### src/hdl/rgbps_pkg.sv
// Package: shared item types, register indexes, reset values and helpers for the LED pulse serializer.
`timescale 1ns / 1ps

package rgbps_pkg;

    // Input item as it arrives on the push side
    typedef struct packed {
        logic       kind;
        logic [7:0] green;
        logic [7:0] red;
        logic [7:0] blue;
        logic       last_pixel;
    } in_item_t;

    // Result item as it leaves on the pop side
    typedef struct packed {
        logic pin_level;
        logic accepted;
        logic buffer_full;
        logic busy_res;
    } out_item_t;

    // Classified command between front and back
    typedef struct packed {
        logic        is_pixel;
        logic [23:0] pixel;
        logic        last;
    } cmd_t;

    // Item kinds
    localparam logic KIND_TICK  = 1'b0;
    localparam logic KIND_PIXEL = 1'b1;

    // Configuration port
    localparam int CFG_IDX_W  = 3;
    localparam int CFG_DATA_W = 16;
    localparam int PULSE_W    = 10;
    localparam int GAP_W      = 16;

    localparam logic [CFG_IDX_W-1:0] REG_ZERO_HIGH = 3'd0;
    localparam logic [CFG_IDX_W-1:0] REG_ZERO_LOW  = 3'd1;
    localparam logic [CFG_IDX_W-1:0] REG_ONE_HIGH  = 3'd2;
    localparam logic [CFG_IDX_W-1:0] REG_ONE_LOW   = 3'd3;
    localparam logic [CFG_IDX_W-1:0] REG_RESET_GAP = 3'd4;

    localparam logic [PULSE_W-1:0] ZERO_HIGH_RST = 10'd20;
    localparam logic [PULSE_W-1:0] ZERO_LOW_RST  = 10'd43;
    localparam logic [PULSE_W-1:0] ONE_HIGH_RST  = 10'd40;
    localparam logic [PULSE_W-1:0] ONE_LOW_RST   = 10'd23;
    localparam logic [GAP_W-1:0]   RESET_GAP_RST = 16'd3000;

    // Index of the last pixel bit; the bit counter counts down from it
    localparam logic [4:0] LAST_BIT_IDX = 5'd23;

    // Waveform phases, one-hot
    typedef enum logic [3:0] {
        PH_IDLE  = 4'b0001,
        PH_LEAD  = 4'b0010,
        PH_BITS  = 4'b0100,
        PH_TRAIL = 4'b1000
    } phase_t;

    // Remaining cycles after the first one of a segment; a zero length acts as one
    function automatic logic [GAP_W-1:0] len_minus_one(input logic [GAP_W-1:0] len);
        len_minus_one = (len == '0) ? '0 : len - 16'd1;
    endfunction

endpackage

### src/hdl/rgbps_front.sv
// Front part: accepts items, classifies them into commands and queues them for the back part.
`timescale 1ns / 1ps

module rgbps_front
    import rgbps_pkg::*;
(
    input  logic     clk,
    input  logic     rst_n,
    input  logic     push,
    input  in_item_t item,
    output logic     full,
    output logic     cmd_valid,
    output cmd_t     cmd,
    input  logic     cmd_pop
);

    cmd_t       q_reg [2];
    logic       wr_ptr_reg, wr_ptr_next;
    logic       rd_ptr_reg, rd_ptr_next;
    logic [1:0] cnt_reg, cnt_next;
    logic       do_push, do_pop;
    cmd_t       cmd_in;

    // Classify the item
    always_comb
    begin
        cmd_in.is_pixel = (item.kind == KIND_PIXEL);
        cmd_in.pixel    = {item.green, item.red, item.blue};
        cmd_in.last     = item.last_pixel;
    end

    assign full      = (cnt_reg == 2'd2);
    assign do_push   = push && !full;
    assign cmd_valid = (cnt_reg != 2'd0);
    assign do_pop    = cmd_pop && cmd_valid;
    assign cmd       = q_reg[rd_ptr_reg];

    // Advance pointers and fill count
    always_comb
    begin
        wr_ptr_next = do_push ? !wr_ptr_reg : wr_ptr_reg;
        rd_ptr_next = do_pop ? !rd_ptr_reg : rd_ptr_reg;
        cnt_next    = cnt_reg + {1'b0, do_push} - {1'b0, do_pop};
    end

    always_ff @(posedge clk or negedge rst_n)
    begin
        if (!rst_n)
        begin
            wr_ptr_reg <= 1'b0;
            rd_ptr_reg <= 1'b0;
            cnt_reg    <= 2'd0;
        end
        else
        begin
            wr_ptr_reg <= wr_ptr_next;
            rd_ptr_reg <= rd_ptr_next;
            cnt_reg    <= cnt_next;
        end
    end

    // Hold queued commands
    always_ff @(posedge clk)
    begin
        if (do_push)
        begin
            q_reg[wr_ptr_reg] <= cmd_in;
        end
    end

`ifndef SYNTHESIS
    a_cnt_push: assert property (@(posedge clk) disable iff (!rst_n)
        (do_push && !do_pop) |=> (cnt_reg == $past(cnt_reg) + 2'd1))
        else $error("command queue count did not grow on push");
    a_cnt_pop: assert property (@(posedge clk) disable iff (!rst_n)
        (do_pop && !do_push) |=> (cnt_reg == $past(cnt_reg) - 2'd1))
        else $error("command queue count did not shrink on pop");
    a_ptr_gap: assert property (@(posedge clk) disable iff (!rst_n)
        (cnt_reg == 2'd1) |-> (wr_ptr_reg != rd_ptr_reg))
        else $error("command queue pointers disagree with count");
`endif

endmodule

### src/hdl/rgbps_back.sv
// Back part: runs the pin waveform engine and holding buffer, and queues result items.
`timescale 1ns / 1ps

module rgbps_back
    import rgbps_pkg::*;
(
    input  logic                  clk,
    input  logic                  rst_n,
    input  logic                  cmd_valid,
    input  cmd_t                  cmd,
    output logic                  cmd_pop,
    input  logic                  cfg_we,
    input  logic [CFG_IDX_W-1:0]  cfg_index,
    input  logic [CFG_DATA_W-1:0] cfg_data,
    output logic                  empty,
    input  logic                  pop,
    output out_item_t             result
);

    // Timing registers
    logic [PULSE_W-1:0] zero_high_reg, zero_low_reg, one_high_reg, one_low_reg;
    logic [GAP_W-1:0]   gap_reg;

    // Engine state
    phase_t      phase_reg, phase_next;
    logic [23:0] shifter_reg, shifter_next;
    logic [4:0]  bits_left_reg, bits_left_next;
    logic        high_reg, high_next;
    logic [15:0] cnt_reg, cnt_next;
    logic        cur_last_reg, cur_last_next;
    logic [23:0] held_pixel_reg, held_pixel_next;
    logic        held_valid_reg, held_valid_next;
    logic        held_last_reg, held_last_next;

    // Result queue
    out_item_t   rq_reg [2];
    logic        rq_wr_reg, rq_rd_reg;
    logic [1:0]  rq_cnt_reg, rq_cnt_next;

    logic        exec, res_pop, res_space;
    logic        accepted;
    logic        load_req, trail_req;
    logic        new_bit;
    out_item_t   res_in;

    assign empty     = (rq_cnt_reg == 2'd0);
    assign res_pop   = pop && !empty;
    assign res_space = (rq_cnt_reg != 2'd2) || res_pop;
    assign exec      = cmd_valid && res_space;
    assign cmd_pop   = exec;
    assign result    = rq_reg[rq_rd_reg];
    assign new_bit   = shifter_reg[22];

    // Write timing registers; other indexes drop
    always_ff @(posedge clk or negedge rst_n)
    begin
        if (!rst_n)
        begin
            zero_high_reg <= ZERO_HIGH_RST;
            zero_low_reg  <= ZERO_LOW_RST;
            one_high_reg  <= ONE_HIGH_RST;
            one_low_reg   <= ONE_LOW_RST;
            gap_reg       <= RESET_GAP_RST;
        end
        else if (cfg_we)
        begin
            unique case (cfg_index)
                REG_ZERO_HIGH: zero_high_reg <= cfg_data[PULSE_W-1:0];
                REG_ZERO_LOW:  zero_low_reg  <= cfg_data[PULSE_W-1:0];
                REG_ONE_HIGH:  one_high_reg  <= cfg_data[PULSE_W-1:0];
                REG_ONE_LOW:   one_low_reg   <= cfg_data[PULSE_W-1:0];
                REG_RESET_GAP: gap_reg       <= cfg_data[GAP_W-1:0];
                default: ;
            endcase
        end
    end

    // Advance the waveform by one item
    always_comb
    begin
        phase_next      = phase_reg;
        shifter_next    = shifter_reg;
        bits_left_next  = bits_left_reg;
        high_next       = high_reg;
        cnt_next        = cnt_reg;
        cur_last_next   = cur_last_reg;
        held_pixel_next = held_pixel_reg;
        held_valid_next = held_valid_reg;
        held_last_next  = held_last_reg;
        accepted        = 1'b0;
        load_req        = 1'b0;
        trail_req       = 1'b0;

        if (exec)
        begin
            if (cmd.is_pixel)
            begin
                // Take the pixel only into an empty buffer
                if (!held_valid_reg)
                begin
                    held_pixel_next = cmd.pixel;
                    held_last_next  = cmd.last;
                    held_valid_next = 1'b1;
                    accepted        = 1'b1;
                end
            end
            else if (phase_reg == PH_IDLE)
            begin
                if (held_valid_reg)
                begin
                    phase_next = PH_LEAD;
                    high_next  = 1'b0;
                    cnt_next   = len_minus_one(gap_reg);
                end
            end
            else if (cnt_reg != 16'd0)
            begin
                cnt_next = cnt_reg - 16'd1;
            end
            else
            begin
                unique case (phase_reg)
                    PH_LEAD:
                    begin
                        load_req = 1'b1;
                    end
                    PH_TRAIL:
                    begin
                        phase_next = PH_IDLE;
                        high_next  = 1'b0;
                    end
                    PH_BITS:
                    begin
                        if (high_reg)
                        begin
                            high_next = 1'b0;
                            cnt_next  = len_minus_one({6'd0, shifter_reg[23] ?
                                                       one_low_reg : zero_low_reg});
                        end
                        else if (bits_left_reg != 5'd0)
                        begin
                            bits_left_next = bits_left_reg - 5'd1;
                            shifter_next   = {shifter_reg[22:0], 1'b0};
                            high_next      = 1'b1;
                            cnt_next       = len_minus_one({6'd0, new_bit ?
                                                            one_high_reg : zero_high_reg});
                        end
                        else if (cur_last_reg)
                        begin
                            trail_req = 1'b1;
                        end
                        else
                        begin
                            load_req = 1'b1;
                        end
                    end
                    default: ;
                endcase
            end

            // Load the waiting pixel, or fall into the trailing gap on underrun or after the last pixel
            if (load_req)
            begin
                if (held_valid_reg)
                begin
                    shifter_next    = held_pixel_reg;
                    cur_last_next   = held_last_reg;
                    held_valid_next = 1'b0;
                    bits_left_next  = LAST_BIT_IDX;
                    phase_next      = PH_BITS;
                    high_next       = 1'b1;
                    cnt_next        = len_minus_one({6'd0, held_pixel_reg[23] ?
                                                     one_high_reg : zero_high_reg});
                end
                else
                begin
                    trail_req = 1'b1;
                end
            end

            if (trail_req)
            begin
                phase_next = PH_TRAIL;
                high_next  = 1'b0;
                cnt_next   = len_minus_one(gap_reg);
            end
        end
    end

    // Build the result from the updated state
    always_comb
    begin
        res_in.pin_level   = (phase_next == PH_BITS) && high_next;
        res_in.accepted    = accepted;
        res_in.buffer_full = held_valid_next;
        res_in.busy_res    = (phase_next != PH_IDLE);
    end

    always_comb
    begin
        rq_cnt_next = rq_cnt_reg + {1'b0, exec} - {1'b0, res_pop};
    end

    always_ff @(posedge clk or negedge rst_n)
    begin
        if (!rst_n)
        begin
            phase_reg      <= PH_IDLE;
            shifter_reg    <= 24'd0;
            bits_left_reg  <= 5'd0;
            high_reg       <= 1'b0;
            cnt_reg        <= 16'd0;
            cur_last_reg   <= 1'b0;
            held_valid_reg <= 1'b0;
            held_last_reg  <= 1'b0;
            rq_wr_reg      <= 1'b0;
            rq_rd_reg      <= 1'b0;
            rq_cnt_reg     <= 2'd0;
        end
        else
        begin
            phase_reg      <= phase_next;
            shifter_reg    <= shifter_next;
            bits_left_reg  <= bits_left_next;
            high_reg       <= high_next;
            cnt_reg        <= cnt_next;
            cur_last_reg   <= cur_last_next;
            held_valid_reg <= held_valid_next;
            held_last_reg  <= held_last_next;
            rq_wr_reg      <= exec ? !rq_wr_reg : rq_wr_reg;
            rq_rd_reg      <= res_pop ? !rq_rd_reg : rq_rd_reg;
            rq_cnt_reg     <= rq_cnt_next;
        end
    end

    // Hold the buffered pixel and queued results
    always_ff @(posedge clk)
    begin
        held_pixel_reg <= held_pixel_next;
        if (exec)
        begin
            rq_reg[rq_wr_reg] <= res_in;
        end
    end

`ifndef SYNTHESIS
    a_high_in_bits: assert property (@(posedge clk) disable iff (!rst_n)
        high_reg |-> (phase_reg == PH_BITS))
        else $error("pin high outside the bit phase");
    a_buf_drain: assert property (@(posedge clk) disable iff (!rst_n)
        $fell(held_valid_reg) |-> (phase_reg == PH_BITS && bits_left_reg == LAST_BIT_IDX))
        else $error("holding buffer emptied without loading a pixel");
    a_rq_grow: assert property (@(posedge clk) disable iff (!rst_n)
        (exec && !res_pop) |=> (rq_cnt_reg == $past(rq_cnt_reg) + 2'd1))
        else $error("result queue did not take the item");
    a_no_stall_pop: assert property (@(posedge clk) disable iff (!rst_n)
        (cmd_valid && rq_cnt_reg != 2'd2) |-> cmd_pop)
        else $error("engine stalled with room in result queue");
`endif

endmodule

### src/hdl/rgb_led_pulse_serializer_unit.sv
// Top level: LED pulse serializer with queue-style item and result sides.
`timescale 1ns / 1ps

// An accepted item passes through the command queue, then the result queue, to the result ports.
// Throughput: one item per cycle sustained while results are popped; the waveform engine updates once per item.
// Two-entry command and result queues let push and pop sides stall independently.
// Reset: rst_n clears all control state and loads the timing register defaults;
// no clearing pass, the block takes items in the first cycle after reset.
module rgb_led_pulse_serializer_unit
    import rgbps_pkg::*;
(
    input  logic                  clk,
    input  logic                  rst_n,
    input  logic                  push,
    input  in_item_t              item,
    output logic                  full,
    output logic                  empty,
    input  logic                  pop,
    output out_item_t             result,
    input  logic                  cfg_we,
    input  logic [CFG_IDX_W-1:0]  cfg_index,
    input  logic [CFG_DATA_W-1:0] cfg_data
);

    logic cmd_valid;
    logic cmd_pop;
    cmd_t cmd;

    // Accept and classify items
    rgbps_front u_front (
        .clk       (clk),
        .rst_n     (rst_n),
        .push      (push),
        .item      (item),
        .full      (full),
        .cmd_valid (cmd_valid),
        .cmd       (cmd),
        .cmd_pop   (cmd_pop)
    );

    // Run the waveform and deliver results
    rgbps_back u_back (
        .clk       (clk),
        .rst_n     (rst_n),
        .cmd_valid (cmd_valid),
        .cmd       (cmd),
        .cmd_pop   (cmd_pop),
        .cfg_we    (cfg_we),
        .cfg_index (cfg_index),
        .cfg_data  (cfg_data),
        .empty     (empty),
        .pop       (pop),
        .result    (result)
    );

endmodule

### config.mk
export PLATFORM = sky130hd
export DESIGN_NAME = rgb_led_pulse_serializer_unit
export DESIGN_NICKNAME = d
export VERILOG_FILES = /design/src/hdl/rgbps_pkg.sv /design/src/hdl/rgbps_front.sv /design/src/hdl/rgbps_back.sv /design/src/hdl/rgb_led_pulse_serializer_unit.sv
export SDC_FILE = /design/constraint.sdc
export NUM_CORES = 1
export LEC_CHECK = 0
export BUFFER_PORTS_ARGS = -buffer_cell sky130_fd_sc_hd__buf_2
export CORE_AREA = 2 2 157 159
export DETAILED_ROUTE_END_ITERATION = 8
export DIE_AREA = 0 0 159 161
export HOLD_SLACK_MARGIN = 0.02
export MAX_ROUTING_LAYER = met4
export SYNTH_ARGS = -nofsm -noshare
export SYNTH_HDL_FRONTEND = slang
export SYNTH_SLANG_ARGS = --single-unit
### constraint.sdc
create_clock -name clk -period 4.9 [get_ports clk]
set_clock_uncertainty 0.15 [all_clocks]
set_input_delay 0 -clock clk [delete_from_list [all_inputs] [get_ports clk]]
set_output_delay 0 -clock clk [all_outputs]
set_load 0.005 [all_outputs]
==> impl_results.md <==
* Syn avg cell area at 11.1 um2
* EDFF count, synth at 84
* Gr ovfl total at 0
* Net Sw Frac at 34.9%
* Post-Route WL at 27600 um
* Number of global-route vias before repair at 8057
* Port bufs at 55
* Setup TNS at 0 ps
* Die ar. at 25600 um2
* FMAX at 0.268 GHz
* First drt pass iteration count at 8
* Final ANT Viol Nets at 0
* CP Capture Type: register
* Antenna violations before repair at 0
* Buffer depth of the longest clock path at 3
* Clock-pin slew on the worst setup and hold paths at 60 ps
* Initial Utilization at 44.4%
* First-pass GRT wire length at 44700 um
* Power Density at 501 nW/um2
* Seq pwr share at 40.9%
* Slew headroom at 24.3%
* Number of buffers created by CTS at 22
* WP buf/inv at 0
* Largest net degree at the start of global routing at 70
* Clock power share at 27.2%
* Max FO, Critical Path at 22
* Layout cells sized above 1 at 22.6%
* Die Height at 161 um
* Critical Path RT at 5210 ps
* Period utilisation layout at 76.2%
* Synth area leader: edfxtp_1
* Cells after Synth at 958
* Worst vdd ir at 325 uV
* RR Endpoint: u_back.cnt_reg[15]$_DFFE_PN0P_
* GRT Overall Usage at 22.3%
* GPL Wtd Cong at 0.917
* Synth top area cells: edfxtp_1 24%, dfrtp_1 23%, mux2_2 9.2%
* Path type of the worst min-delay path: in -> async
* Nets@finish at 1130
* LEAKAGE at 4.82 nW
* Core area at 24000 um2
* P_sw at 2.21 mW
* Post-synth top flop: dfrtp_1
* H-tree depth at 1
* Startpoint Class: register
* Yosys reg bits at 201
* DR DRC count at 0
* Logic pwr share at 31.9%
* Yosys synthesis warning count at 0
* DIE WIDTH at 159 um
* Setup violators final at 0
* Status: finished clean
* Site Rows at 57
* Worst path cell trace: mux2i_1 -> ha_1 -> o21ai_0 -> nor4b_1 -> a211oi_1 -> or2_2 -> o32a_1 -> nand2_1
* Fin cells at 1406
* Vias/cell at 5.76
* Area growth, synth to finish at 18.6%
* Crit path depth at 8
* Synth cell types at 83
* Slowest CP cell: dfrtp_1
* Slew Viols, Final at 0
* Post-synth ARST share at 58.2%
* Crit Path Category: reg -> reg
* Worst R2R Setup Slack at 1170 ps
* Vias at 8096
* Tightest Pin Transition at 1130 ps
* Post-DP HPWL at 19000 um
* Post-Syn Area at 10600 um2
* Final hold slack at 36.7 ps
* Num Clock Sinks at 201
* Mapped Nets at 1022
* Reg2reg start: u_back.shifter_reg[23]$_DFFE_PN0P_
* CTS tree: yes
* Seq/Total Area, Yosys at 51.4%
* RSZ-0062 raised after global routing: false
* Final Hold Viols at 0
* Number of flip-flops under the largest register name at 52
* Clock latency on the worst-skew pair at 520 ps
* Max Cap Viol at 0
* Delay-heaviest family, CP: simple AND/OR/NAND/NOR gates
* Iteration-0 DRC count of the detailed router at 682
* CTS root buf: clkbuf_16
* Post-CTS Setup Bufs at 0
* P_int at 4.12 mW
* Ports at 56
* Antenna Cells at 0
* Worst EP arrival at 4040 ps
* CP peak stage delay at 870 ps
* Minimum clock period at 3730 ps
* Synth top area share at 23.7%
* Drt wl/cell at 19.6 um
* Placed cells at 1305
* R2R depth at 8
routing by layer:
layer	routed length, um	GRT usage (%)	vias to the layer above
met3	1550	3.03	34
li1	-	-	3845
met5	0	-	-
met2	12900	34.3	248
met4	411	5.21	0
met1	12700	31.6	3969
power by group through the flow:
stage	logic, mW	clock network, mW	registers (mW)
after floorplan	1.48	0	2.44
after global placement	1.93	0	2.61
after detailed placement	1.94	0	2.61
after CTS	2.00	1.76	2.58
after global routing	2.21	1.83	2.64
final	2.01	1.72	2.59
final cells by class:
cell class / instances / area (um2)
tap: 324 / 405
fill: 2171 / 11300
clock inverter: 13 / 178
clock buffer: 27 / 569
sequential: 201 / 5480
inverter: 21 / 78.8
timing repair buffer: 137 / 1050
multi-input combinational: 683 / 4880
synthesized netlist by cell type, types with 7 or more instances:
cell type  number
nand3_1        24
nand2_1        41
nor4_1         19
a21oi_1        53
o21ai_0        38
buf_2          16
edfxtp_1       84
or4_1          10
a31oi_1         7
xor2_1         15
a22oi_1         9
inv_1          20
dfrtp_1        97
mux2_2         87
ha_1           14
nor2_1         96
xnor2_1        30
nor3_1         33
mux2i_1        25
nand4_1         8
o22ai_1        34
nor3b_1        11
a211oi_1        9
dfstp_2        20
clkbuf_1       27
metrics by stage:
| stage | utilization, % | worst slack (ps) | power (mW) | cell area [um2] |
|---|---|---|---|---|
| global route | 52.7 | 1040 | 6.69 | 12600 |
| finish | 52.7 | 1170 | 6.33 | 12600 |
| floorplan | - | 1330 | 3.92 | 10600 |
| detailed placement | 47.0 | 1320 | 4.55 | 11300 |
| CTS | 52.7 | 1280 | 6.34 | 12600 |
| global placement | 47.0 | 1430 | 4.54 | 11300 |
worst max path at each step:
| stage | startpoint | end |
|---|---|---|
| after floorplan | u_back.rq_cnt_reg[0]$_DFF_PN0_ | u_back.rq_reg[0][2]$_DFFE_PP_ |
| after global placement | u_back.cnt_reg[8]$_DFFE_PN0P_ | u_back.rq_reg[0][3]$_DFFE_PP_ |
| after detailed placement | u_back.shifter_reg[23]$_DFFE_PN0P_ | u_back.cnt_reg[15]$_DFFE_PN0P_ |
| after CTS | u_back.shifter_reg[23]$_DFFE_PN0P_ | u_back.cnt_reg[15]$_DFFE_PN0P_ |
| after global routing | u_back.cnt_reg[8]$_DFFE_PN0P_ | u_back.rq_reg[1][3]$_DFFE_PP_ |
| final | u_back.shifter_reg[23]$_DFFE_PN0P_ | u_back.cnt_reg[15]$_DFFE_PN0P_ |
worst register-to-register path, delay by kind of cell, from the launching register on:
family	cells	cell delay (ps)
muxes	1	400
DFF	1	870
and+or+nand+nor	3	1200
adders and majority gates	1	260
AOI/OAI and AO/OA	3	790
placed cells by master, fill, tap and decap left out, types with 33 or more instances in the layout:
cell           instances
dlygate4sd3_1         61
edfxtp_1              84
o22ai_1               33
dfrtp_1               97
o21ai_0               38
buf_2                 54
nand2_1               41
mux2_2                87
a21oi_1               53
nor2_1                95
kinds of logic after synthesis:
| group | share of synthesized area [%] |
|---|---|
| buffers and inverters | 2.93 |
| adder cells (fa/ha/maj) | 1.65 |
| flip-flops | 51.4 |
| multiplexers | 12.1 |
| AND/OR/NAND/NOR | 15.1 |
| XOR/XNOR | 3.70 |
| AO/OA/AOI/OAI | 13.1 |
repair_timing:
action,CTS,global route
hold endpoints to repair,185,0
hold buffers,61,0
gates resized for setup,0,0
endpoints found under the setup margin,0,0
(Power assumes the default switching activity.)
